`config.mk`:
```
export PLATFORM = sky130hd
export DESIGN_NAME = rfa_front
export DESIGN_NICKNAME = d
export VERILOG_FILES = /design/src/design/rfa_pkg.sv /design/src/design/rfa_front.sv
export SDC_FILE = /design/constraint.sdc
export NUM_CORES = 1
export LEC_CHECK = 0
export ABC_CLOCK_PERIOD_IN_PS = 11200
export BUFFER_PORTS_ARGS = -buffer_cell sky130_fd_sc_hd__buf_2
export CAP_MARGIN = 20
export CORE_UTILIZATION = 55
export CTS_CLUSTER_SIZE = 25
export DETAILED_ROUTE_END_ITERATION = 8
export HOLD_SLACK_MARGIN = 0.1
export PLACE_DENSITY = 0.82
export SYNTH_ARGS = -nofsm -noshare
export SYNTH_HDL_FRONTEND = slang
export SYNTH_SLANG_ARGS = --single-unit
```
`constraint.sdc`:
```
create_clock -name clk -period 11.2 [get_ports clk]
set_input_delay 2.24 -clock clk [delete_from_list [all_inputs] [get_ports clk]]
set_output_delay 2.24 -clock clk [all_outputs]
set_load 0.01 [all_outputs]
```
`src/design/rfa_pkg.sv`:
```
// Shared types and constants for the rational fraction ALU.
package rfa_pkg;

  localparam int WORD_WIDTH = 32;
  localparam int MAG_W = 64;  // magnitude of a double-width intermediate
  localparam int CNT_W = 7;   // divider bit counter

  typedef enum logic [1:0] {
    OP_ADD = 2'd0,
    OP_MUL = 2'd1,
    OP_NEG = 2'd2,
    OP_RCP = 2'd3
  } op_t;

  typedef struct packed {
    logic [1:0]         req_type;
    logic signed [31:0] a_num;
    logic signed [31:0] a_den;
    logic signed [31:0] b_num;
    logic signed [31:0] b_den;
  } req_t;

  typedef struct packed {
    logic signed [31:0] r_num;
    logic signed [31:0] r_den;
    logic               overflow;
  } rsp_t;

  // Classified item handed from the front to the back.
  typedef struct packed {
    logic [1:0]             op;
    logic                   an_neg;
    logic [WORD_WIDTH-1:0]  an_mag;
    logic                   ad_neg;
    logic [WORD_WIDTH-1:0]  ad_mag;
    logic                   bn_neg;
    logic [WORD_WIDTH-1:0]  bn_mag;
    logic                   bd_neg;
    logic [WORD_WIDTH-1:0]  bd_mag;
  } item_t;

  // Sign-magnitude view of the low WORD_WIDTH bits of a field.
  function automatic logic [WORD_WIDTH:0] to_sm(input logic [31:0] raw);
    logic [WORD_WIDTH-1:0] v;
    logic                  neg;
    v   = raw[WORD_WIDTH-1:0];
    neg = v[WORD_WIDTH-1];
    return {neg, neg ? (~v + 1'b1) : v};
  endfunction

  // Encode to a word, sign-extended to 32 bits; bit 32 is overflow.
  function automatic logic [32:0] encode(input logic neg, input logic [MAG_W-1:0] mag);
    logic [MAG_W-1:0]      lim;
    logic [MAG_W-1:0]      v;
    logic                  ovf;
    logic [WORD_WIDTH-1:0] w;
    lim = MAG_W'(1) << (WORD_WIDTH - 1);
    ovf = neg ? (mag > lim) : (mag >= lim);
    v   = neg ? (MAG_W'(0) - mag) : mag;
    w   = v[WORD_WIDTH-1:0];
    return {ovf, 32'($signed(w))};
  endfunction

endpackage

```
`src/design/rfa_front.sv`:
```
// Front end: accepts requests, splits operands to sign-magnitude, fills a queue.
module rfa_front import rfa_pkg::*; (
  input  logic  clk,
  input  logic  rst,
  input  logic  in_valid,
  output logic  in_stall,
  input  req_t  in_data,
  output logic  q_valid,
  input  logic  q_pop,
  output item_t q_data
);

  localparam int QD = 2;

  item_t      mem [QD];
  logic       wp, rp;
  logic [1:0] cnt;
  logic       push;
  item_t      cls;
  logic [WORD_WIDTH:0] san, sad, sbn, sbd;

  always_comb begin
    san = to_sm(in_data.a_num);
    sad = to_sm(in_data.a_den);
    sbn = to_sm(in_data.b_num);
    sbd = to_sm(in_data.b_den);
    cls.op     = in_data.req_type;
    cls.an_neg = san[WORD_WIDTH];
    cls.an_mag = san[WORD_WIDTH-1:0];
    cls.ad_neg = sad[WORD_WIDTH];
    cls.ad_mag = sad[WORD_WIDTH-1:0];
    cls.bn_neg = sbn[WORD_WIDTH];
    cls.bn_mag = sbn[WORD_WIDTH-1:0];
    cls.bd_neg = sbd[WORD_WIDTH];
    cls.bd_mag = sbd[WORD_WIDTH-1:0];
  end

  assign in_stall = (cnt == 2'(QD));
  assign push     = in_valid && !in_stall;
  assign q_valid  = (cnt != 2'd0);
  assign q_data   = mem[rp];

  always_ff @(posedge clk) begin
    if (push) begin
      mem[wp] <= cls;
    end
  end

  always_ff @(posedge clk) begin
    if (rst) begin
      wp  <= 1'b0;
      rp  <= 1'b0;
      cnt <= 2'd0;
    end else begin
      if (push) wp <= ~wp;
      if (q_pop && q_valid) rp <= ~rp;
      cnt <= cnt + 2'(push) - 2'(q_pop && q_valid);
    end
  end

  assert property (@(posedge clk) disable iff (rst) cnt <= 2'(QD))
    else $error("queue count out of range");
  assert property (@(posedge clk) disable iff (rst)
    (cnt == 2'd0 && push) |=> q_valid)
    else $error("pushed item not visible");
  assert property (@(posedge clk) disable iff (rst)
    (cnt == 2'(QD) && !(q_pop && q_valid)) |=> in_stall)
    else $error("full queue released stall");

endmodule

```
==> key figures, run 1 <==
Run status
  • Status: completed

GRT
  • Met3 Track Usage GR: 4.594%
  • Largest net degree at the start of global routing: 80
  • Initial antenna violation count: 0
  • GRT Residual Overflow: 0
  • Global route hottest layer: met2
  • Grt met2 use: around 39%
  • Total global-route track usage: between 20% and 30%
  • GRT met1 Usage: between 20 and 30%
  • First-pass GRT wire length: roughly 42000 um
  • Vias in the first global route: slightly above 8000

Pwr
  • Internal power: ~2200 uW
  • Tot Pwr: 3041 uW
  • PwrDens: between 200 and 250 mW/mm^2
  • Static Leak: ~0.0053 uW
  • Clock Power Share: 29.8%
  • Comb pwr share: ~25%
  • Sequential Power Share: a little under half
  • Peak supply drop: roughly 0.00015 V
  • Switch share: approximately 28%
  • Switching pwr: approximately 840 uW

STA
  • Setup TNS: 0 ns
  • Max Clock Freq: about 190 MHz
  • Worst-Margin Slew: between 1 and 1.5 ns
  • Final setup vio count: 0
  • Max Slew Vio Count: 0
  • Fin crit period: around 5.3 ns
  • Final Cycle Share: a little under half
  • RSZ-0062 raised after global routing: false
  • Final Hold Viols: 0
  • Final WS setup: 5.930 ns
  • Clk_skew: roughly 0.013 ns
  • Slew HR: between 20% and 30%

Yosys
  • Synthesis Warnings: 0
  • Async set-reset flop share out of synthesis: 0%
  • Register bit total from synthesis: roughly 270
  • Post-Synthesis Cells: between 800 and 900
  • Mean Syn Cell Area: between 15 and 20 um^2
  • Post-synthesis net count: 980
  • Number of flops mapped to enable cells by yosys: 268
  • Part of the Yosys area used for sequential elements: approximately 65%
  • Top FF cell, synth: edfxtp_1
  • Synth Cell Area: ~0.013 mm^2
  • Unique cell type count in the Yosys netlist: 37

Clock tree
  • CTS root buf: clkbuf_16
  • Clock Latency Late Sink: 0.53 ns
  • CTS sink count: around 270
  • Post-cts sizing count: 0
  • Longest Clk Path Bufs: 3
  • Post-CTS Setup Bufs: 0
  • CTS tree: built
  • Num CTS Buffers: 28
  • Hold buffers post-CTS: 0
  • Worst-path clk slew: 0.06 ns
  • H-tree lvl count: 1

Placed design
  • DP Cell Count: between 1000 and 1500
  • I/O Buffers: 269
  • Routability Congestion: 0.8232
  • Placed inst area: around 0.014 mm^2
  • Pre-CTS WS: ~6.5 ns
  • Placed wire-length estimate: about 18000 um

Floorplan
  • Starting density of the core: a little under three fifths
  • Core Rows: 55
  • Die area: 0.02357 mm^2
  • I/O pin count: 270
  • Core region area: roughly 0.023 mm^2
  • Chip height: between 150 and 200 um
  • Die width: about 150 um

Route
  • DRC: 0
  • Pre-antenna DRT Iters: 5
  • Drt total wl: roughly 27000 um
  • Iter 0 DRT Violations: about 500
  • Routed via count: 8154
  • DR vias/cell: between 5 and 6
  • DR WL/cell: 19.08 um
  • Antenna-violating nets left: 0

Layout
  • Most frequent cells in the layout: buf_2, edfxtp_1, mux2_2
  • Ant diodes: 0
  • Final std cells w/o fill: approximately 1400
  • Area Overhead vs Synth: 19.69%
  • Most common library cell in the layout ignoring fill and taps: buf_2
  • Nets: ~1200
  • Share of layout cells above drive strength 1: 41.60%
  • Design Area, Final: about 0.015 mm^2
  • Filler cells: approximately 1600

Worst setup path
  • Reg2reg start: cnt[0]
  • Worst EP arrival: around 3 ns
  • Crit path to: q_data[78]
  • Maximum fanout along the worst path: 79
  • Reg2Reg Setup Slack: approximately 8.4 ns
  • Worst reg2reg endpoint: mem[0][62]
  • Crit path launch type: flip-flop
  • Critical path class: flip-flop to primary output
  • Reg2reg path depth: 5
  • Worst Path Required: between 8 and 9 ns
  • CP endpoint kind: primary output

Flow run
  • Max Cap Viol: 0

Hold path
  • Worst hold path type: flip-flop to flip-flop
power groups by stage:
stage	sequential, uW	combinational (uW)	clock (uW)
after floorplan	1390	488	0
after global placement	1400	735	0
after detailed placement	1410	749	0
after CTS	1390	755	922
after global routing	1400	805	961
final	1390	749	905
sequential cells by signal, summed over array words and instances, names as in the netlist, named ones only:
name and cells:
cnt 2, mem 268, rp 1, wp 1
logic make-up (layout without fill, tap and decap cells):
logic type | after synthesis | after routing | share of synthesized area, %
muxes | 134 | 134 | 11.95
buffers and inverters | 52 | 337 | 1.635
AOI/OAI and AO/OA | 104 | 104 | 6.321
adders and majority gates | 6 | 6 | 0.5944
and+or+nand+nor | 151 | 151 | 6.668
xor gates and xnor gates | 120 | 120 | 8.322
DFF | 273 | 273 | 64.51
cell usage after synthesis (9+ instances only):
master      n  area (um^2)
clkbuf_1   35        131.4
nor2_1     19        71.32
o41ai_1    26        227.7
nand2_1    38        142.6
or4_1       9        67.56
inv_1      13        48.80
nor4_1     13        81.33
nand2b_1   11        68.82
nand4_1     9        56.30
nor3_1     12        60.06
mux2_2    134         1509
o21ai_0    27        135.1
or3_1      10        62.56
xnor2_1   116         1016
o31ai_1    43        322.8
edfxtp_1  268         8048
per-layer routing:
metal	wire [um]	vias up
met5	0	-
met4	841	0
met3	1978	60
met2	13500	335
met1	10580	3967
li1	-	3792
how the worst min path moves through the flow:
stage	end	start	cells after the start	slack, ns
after floorplan	flip-flop	rp	2	0.48
after global placement	rp	rp	2	0.50
after detailed placement	rp	rp	2	0.51
after CTS	rp	rp	2	0.56
after global routing	rp	rp	2	0.61
final	rp	rp	2	0.56
stage by stage:
stage	hold WS (ns)	util [%]
final	0.5603	66.97
after CTS	0.5621	66.97
after detailed placement	0.5101	63.00
after global placement	0.4988	63.00
after global routing	0.6120	66.97
after floorplan	0.4811	-
area by class of cell:
| type | instances | area [um^2] | share of cell area (%) |
|---|---|---|---|
| clock buffers | 42 | 804.5 | 5.322 |
| clock inverters | 9 | 91.34 | 0.6042 |
| inverters | 13 | 48.80 | 0.3228 |
| multi-input cells | 515 | 4288 | 28.36 |
| flip-flops and latches | 273 | 8152 | 53.92 |
| well taps | 285 | 356.6 | 2.359 |
| repair buffers | 273 | 1376 | 9.104 |
critical path: stages, from the launching register on:
cell,delay (ns)
dfxtp_4,0.82
buf_4,0.89
mux2_2,0.45
buf_2,0.15
Note: power is estimated with default switching activity, not from simulation.
==> run 2: changes to the inputs <==
- ABC_CLOCK_PERIOD_IN_PS: 11200 -> 4350
- CORE_UTILIZATION: 55 -> 50
- PLACE_DENSITY: 0.82 -> 0.79
- clock period: 11.2 -> 4.35 ns (I/O delays scaled with it)
==> run 2 against run 1 <==
Effect of this change:
- global-route usage fell by 1.9 points
- highest routed layer unchanged
- register-to-register slack got worse by 6.0 ns
- largest cell class unchanged
- sequential share of layout area fell by 0.60 points
- die area is 9.9% higher
- sequential power grew to 2.5 times the previous value
- worst setup slack got worse by 4.6 ns
- routed wire length increased by 1.4%
- design area rose by 1.1%
- clock power rose to 2.8 times the previous value
- clock-buffer cell count is 4 lower
==> key figures, run 2 (synthesis results as in run 1) <==
Hold path
  • Worst hold path type: primary input to flip-flop

Clock tree
  • Num CTS Buffers: 29 (+3.6%)
  • Longest Clk Path Bufs: 3 (unchanged)
  • H-tree lvl count: 1 (unchanged)
  • Post-CTS Setup Bufs: 0 (unchanged)
  • Hold buffers post-CTS: 0 (unchanged)
  • Worst-path clk slew: 0.06 ns (about the same)
  • Clock Latency Late Sink: 0.54 ns (about the same)
  • Post-cts sizing count: 0 (unchanged)
  • CTS sink count: 273 (unchanged)
  • CTS root buf: clkbuf_16
  • CTS tree: built

Floorplan
  • Starting density of the core: 51.48% (-4.5 points)
  • Core region area: 0.02453 mm^2 (+8.7%)
  • Core Rows: 57 (+3.6%)
  • Chip height: 160.9 um (+4.8%)
  • I/O pin count: 270 (unchanged)
  • Die width: 160.9 um (+4.8%)
  • Die area: 0.02590 mm^2 (+9.9%)

Placed design
  • Placed inst area: 0.01433 mm^2 (+0.77%)
  • Routability Congestion: 0.8427 (+2.4%)
  • DP Cell Count: 1401 (+3.1%)
  • I/O Buffers: 269 (unchanged)
  • Placed wire-length estimate: 18370 um (+2.1%)

STA
  • RSZ-0062 raised after global routing: false
  • Final setup vio count: 0 (unchanged)
  • Max Clock Freq: around 330 MHz
  • Fin crit period: 3.054 ns
  • Slew HR: 37.63% (+11 points)
  • Final Cycle Share: between 70% and 80%
  • Worst-Margin Slew: 0.9356 ns (-0.1595 ns)
  • Clk_skew: 0.006502 ns (-0.006241 ns)
  • Setup TNS: 0 ns (unchanged)
  • Final Hold Viols: 0 (unchanged)
  • Max Slew Vio Count: 0 (unchanged)

GRT
  • Grt met2 use: 35.11% (-3.8 points)
  • Initial antenna violation count: 0 (unchanged)
  • Vias in the first global route: 8152 (-0.42%)
  • GRT met1 Usage: 25.69% (-2.3 points)
  • First-pass GRT wire length: 42590 um (+1.5%)
  • Met3 Track Usage GR: 4.649% (+0.055 points)
  • Global route hottest layer: met2
  • Total global-route track usage: 20.72% (-1.9 points)
  • GRT Residual Overflow: 0 (unchanged)
  • Largest net degree at the start of global routing: 135 (+69%)

Layout
  • Most frequent cells in the layout: buf_2, edfxtp_1, mux2_2
  • Nets: 1248 (+0.32%)
  • Final std cells w/o fill: 1453 (+3.0%)
  • Largest reg by FF count: mem
  • Area Overhead vs Synth: 21.05%
  • Max reg flops: 268 (unchanged)
  • Share of layout cells above drive strength 1: 41.81% (+0.21 points)
  • Design Area, Final: 0.01529 mm^2 (+1.1%)
  • Ant diodes: 0 (unchanged)
  • Biggest regs: mem x268, cnt x2
  • Most common library cell in the layout ignoring fill and taps: buf_2

Worst setup path
  • Crit path to: q_data[95]
  • Reg2reg start: cnt[0]
  • Worst EP arrival: 2.18 ns (-0.85 ns)
  • Reg2Reg Setup Slack: 2.32 ns (-6.03 ns)
  • Critical path class: flip-flop to primary output
  • Worst reg2reg endpoint: mem[1][104]
  • Worst Path Required: 3.48 ns (-5.48 ns)
  • Crit path launch type: flip-flop
  • CP endpoint kind: primary output
  • Maximum fanout along the worst path: 36 (-54%)
  • Reg2reg path depth: 3 (-2)

Route
  • Routed via count: 8187 (+0.40%)
  • DR WL/cell: 18.77 um (-1.6%)
  • Drt total wl: 27280 um (+1.4%)
  • Iter 0 DRT Violations: 627 (+23%)
  • DR vias/cell: 5.635 (-2.6%)
  • DRC: 0 (unchanged)
  • Antenna-violating nets left: 0 (unchanged)
  • Pre-antenna DRT Iters: 4 (-1)

Pwr
  • Static Leak: 0.005331 uW (+0.82%)
  • PwrDens: 525.7 mW/mm^2 (+160%)
  • Peak supply drop: 0.0004386 V (+180%)

Run status
  • Status: completed

Flow run
  • Max Cap Viol: 0 (unchanged)
## run 2: cell type report
type                       count  area [um^2]
multi-input combinational    515         4288
fill                        1864         9245
clock inverter                14        198.9
tap                          324        405.4
sequential                   273         8152
timing repair buffer         276         1436
inverter                      13        48.80
clock buffer                  38        759.5
## run 2: stage by stage
| stage | hold WS (ns) | worst slack, ns | power, uW | util [%] |
|---|---|---|---|---|
| floorplan | 0.4811 | 0.9503 | 4792 | - |
| global placement | 0.4964 | 1.290 | 5569 | 58.41 |
| detailed placement | 0.5468 | 1.063 | 5618 | 58.41 |
| CTS | 0.4959 | 1.241 | 8116 | 62.32 |
| global route | 0.5064 | 1.155 | 8374 | 62.32 |
| finish | 0.5131 | 1.296 | 8037 | 62.32 |
## run 2: how the worst min path moves through the flow
stage                            start           to  slack, ns  cells past startpoint
after detailed placement            rp    flip-flop       0.55                      2
final                     in_data[128]  mem[0][132]       0.51                      1
after global routing      in_data[128]  mem[0][132]       0.51                      1
after floorplan                     rp    flip-flop       0.48                      2
after global placement              rp           rp       0.50                      2
after CTS                 in_data[128]  mem[0][132]       0.50                      1
## run 2: critical path, cell delays in order (launching register included)
cell and delay (ns):
dfxtp_4 0.65, buf_4 0.42, mux2_2 0.40, buf_2 0.14
## run 2: power by group
part	internal (uW)	switching, uW
clock network	1520	973
logic	893	1120
registers	3410	126
total	5820	2220
## run 2: routing by layer
layer | vias to the layer above | routed length [um]
li1 | 3794 | -
met1 | 4022 | 10890
met2 | 306 | 13530
met3 | 65 | 1906
met4 | 0 | 949
met5 | - | 0
==> run 3: changes to the inputs <==
- ABC_CLOCK_PERIOD_IN_PS: 4350 -> 2500
- clock period: 4.35 -> 2.5 ns (I/O delays scaled with it)
==> run 3 against run 2 <==
Effect of this change:
- design area increased by 1.2%
- clock-buffer cell count decreased by 5
- final cell count increased by 1.4%
- worst setup slack got worse by 1.1 ns
- largest power group unchanged
- worst hold slack got worse by 0.36 ns
- flip-flop and latch count unchanged
- die area unchanged
==> key figures, run 3 (synthesis results as in run 1) <==
Run status
  • Status: completed

Floorplan
  • Core region area: 0.02453 mm^2 (unchanged)
  • I/O pin count: 270 (unchanged)
  • Core Rows: 57 (unchanged)
  • Die width: 160.9 um (unchanged)
  • Starting density of the core: 51.48% (unchanged)
  • Die area: 0.02590 mm^2 (unchanged)
  • Chip height: 160.9 um (unchanged)

STA
  • Final setup vio count: 0 (unchanged)
  • Max Clock Freq: approximately 430 MHz
  • Worst-Margin Slew: 0.5640 ns (-0.3716 ns)
  • Final Cycle Share: between 90% and 100%
  • Max Slew Vio Count: 0 (unchanged)
  • Fin Hold WS: 0.1541 ns (-0.3591 ns)
  • Final WS setup: 0.1897 ns (-1.106 ns)
  • Fin crit period: approximately 2.3 ns
  • Final Hold Viols: 0 (unchanged)
  • Setup TNS: 0 ns (unchanged)
  • Clk_skew: 0.01045 ns (+0.003948 ns)
  • RSZ-0062 raised after global routing: false
  • Slew HR: 62.06% (+24 points)

GRT
  • Largest net degree at the start of global routing: 68 (-50%)
  • Initial antenna violation count: 1 (+1)
  • Vias in the first global route: 8107 (-0.55%)
  • First-pass GRT wire length: 42130 um (-1.1%)
  • GRT Residual Overflow: 0 (unchanged)
  • Total global-route track usage: 20.51% (-0.22 points)

Route
  • DR vias/cell: 5.474 (-2.9%)
  • Antenna-violating nets left: 0 (unchanged)
  • Iter 0 DRT Violations: 351 (-44%)
  • DRC: 0 (unchanged)
  • DR WL/cell: 18.30 um (-2.5%)
  • Routed via count: 8063 (-1.5%)
  • Drt total wl: 26960 um (-1.2%)
  • Pre-antenna DRT Iters: 5 (+1)

Layout
  • Nets: 1265 (+1.4%)
  • Most common library cell in the layout ignoring fill and taps: buf_2
  • Biggest regs: mem x268, cnt x2
  • Max reg flops: 268 (unchanged)
  • Area Overhead vs Synth: 22.47%
  • Largest reg by FF count: mem
  • Most frequent cells in the layout: buf_2, edfxtp_1, mux2_2
  • Design Area, Final: 0.01547 mm^2 (+1.2%)
  • Share of layout cells above drive strength 1: 43.03% (+1.2 points)
  • Filler cells: 1885 (+1.1%)

Worst setup path
  • Worst EP arrival: 1.81 ns (-0.37 ns)
  • CP endpoint kind: primary output
  • Crit path launch type: flip-flop
  • Maximum fanout along the worst path: 59 (+64%)
  • Worst Path Required: 2.00 ns (-1.48 ns)
  • Critical path class: flip-flop to primary output

Hold path
  • Worst hold path type: primary input to flip-flop

Pwr
  • Static Leak: 0.005434 uW (+1.9%)
  • Peak supply drop: 0.0005950 V (+36%)
  • PwrDens: 900.8 mW/mm^2 (+71%)

Clock tree
  • Hold buffers post-CTS: 0 (unchanged)
  • Num CTS Buffers: 29 (unchanged)
  • CTS tree: built
  • Post-cts sizing count: 0 (unchanged)
  • CTS sink count: 273 (unchanged)
  • CTS root buf: clkbuf_16
  • Post-CTS Setup Bufs: 0 (unchanged)
  • Clock Latency Late Sink: 0.54 ns (about the same)
  • Worst-path clk slew: 0.06 ns (about the same)
  • H-tree lvl count: 1 (unchanged)
  • Longest Clk Path Bufs: 3 (unchanged)

Flow run
  • Max Cap Viol: 0 (unchanged)

Placed design
  • Placed wire-length estimate: 18800 um (+2.3%)
  • Pre-CTS WS: -0.02788 ns (-1.091 ns)
  • I/O Buffers: 269 (unchanged)
  • Placed inst area: 0.01452 mm^2 (+1.3%)
  • Routability Congestion: 0.8575 (+1.8%)
==> run 3: cell type report <==
| class | instances | area [um^2] | area share [%] |
|---|---|---|---|
| flip-flops and latches | 273 | 8152 | 52.70 |
| inverters | 13 | 48.80 | 0.3155 |
| well taps | 324 | 405.4 | 2.621 |
| clock inverters | 21 | 205.2 | 1.327 |
| clock buffers | 33 | 740.7 | 4.789 |
| diodes | 1 | 2.502 | 0.01618 |
| repair buffers | 293 | 1602 | 10.35 |
| multi-input cells | 515 | 4312 | 27.88 |
==> run 3: layer usage <==
metal	share of wire [%]	vias up	global-route usage (%)
met5	0	-	0
met4	3.5	0	7.719
met3	6.5	59	4.675
met2	50	258	35.89
met1	40	3905	24.59
li1	-	3841	-
==> run 3: critical path, cell delays in order (launching register included) <==
cell and delay, ns:
dfxtp_4 0.39, buf_12 0.29, mux2_2 0.38, buf_2 0.15
==> run 3: through the flow <==
step	power (uW)	util, %	cells
2_1_floorplan	8360	-	840
3_3_place_gp	9777	59.18	1418
3_5_place_dp	9840	59.18	1418
4_1_cts	14090	63.04	1472
5_1_grt	14530	63.04	1472
6_report	13930	63.05	1473
==> run 3: final timing paths <==
check	start	endpoint	slack [ns]	cells after the start
worst min-delay path	in_data[129]	mem[0][133]	0.15	1
worst max-delay path	flip-flop	q_data[93]	0.19	3
worst min register to register	rp	rp	0.51	2
worst max register to register	cnt[1]	cnt[1]	0.70	8
==> run 3: report_power, final <==
| group | total, uW | switching [uW] | internal (uW) |
|---|---|---|---|
| clock network | 4220 | 1690 | 2530 |
| registers | 6080 | 161 | 5920 |
| logic | 3640 | 2020 | 1620 |
| total | 13900 | 3870 | 10100 |
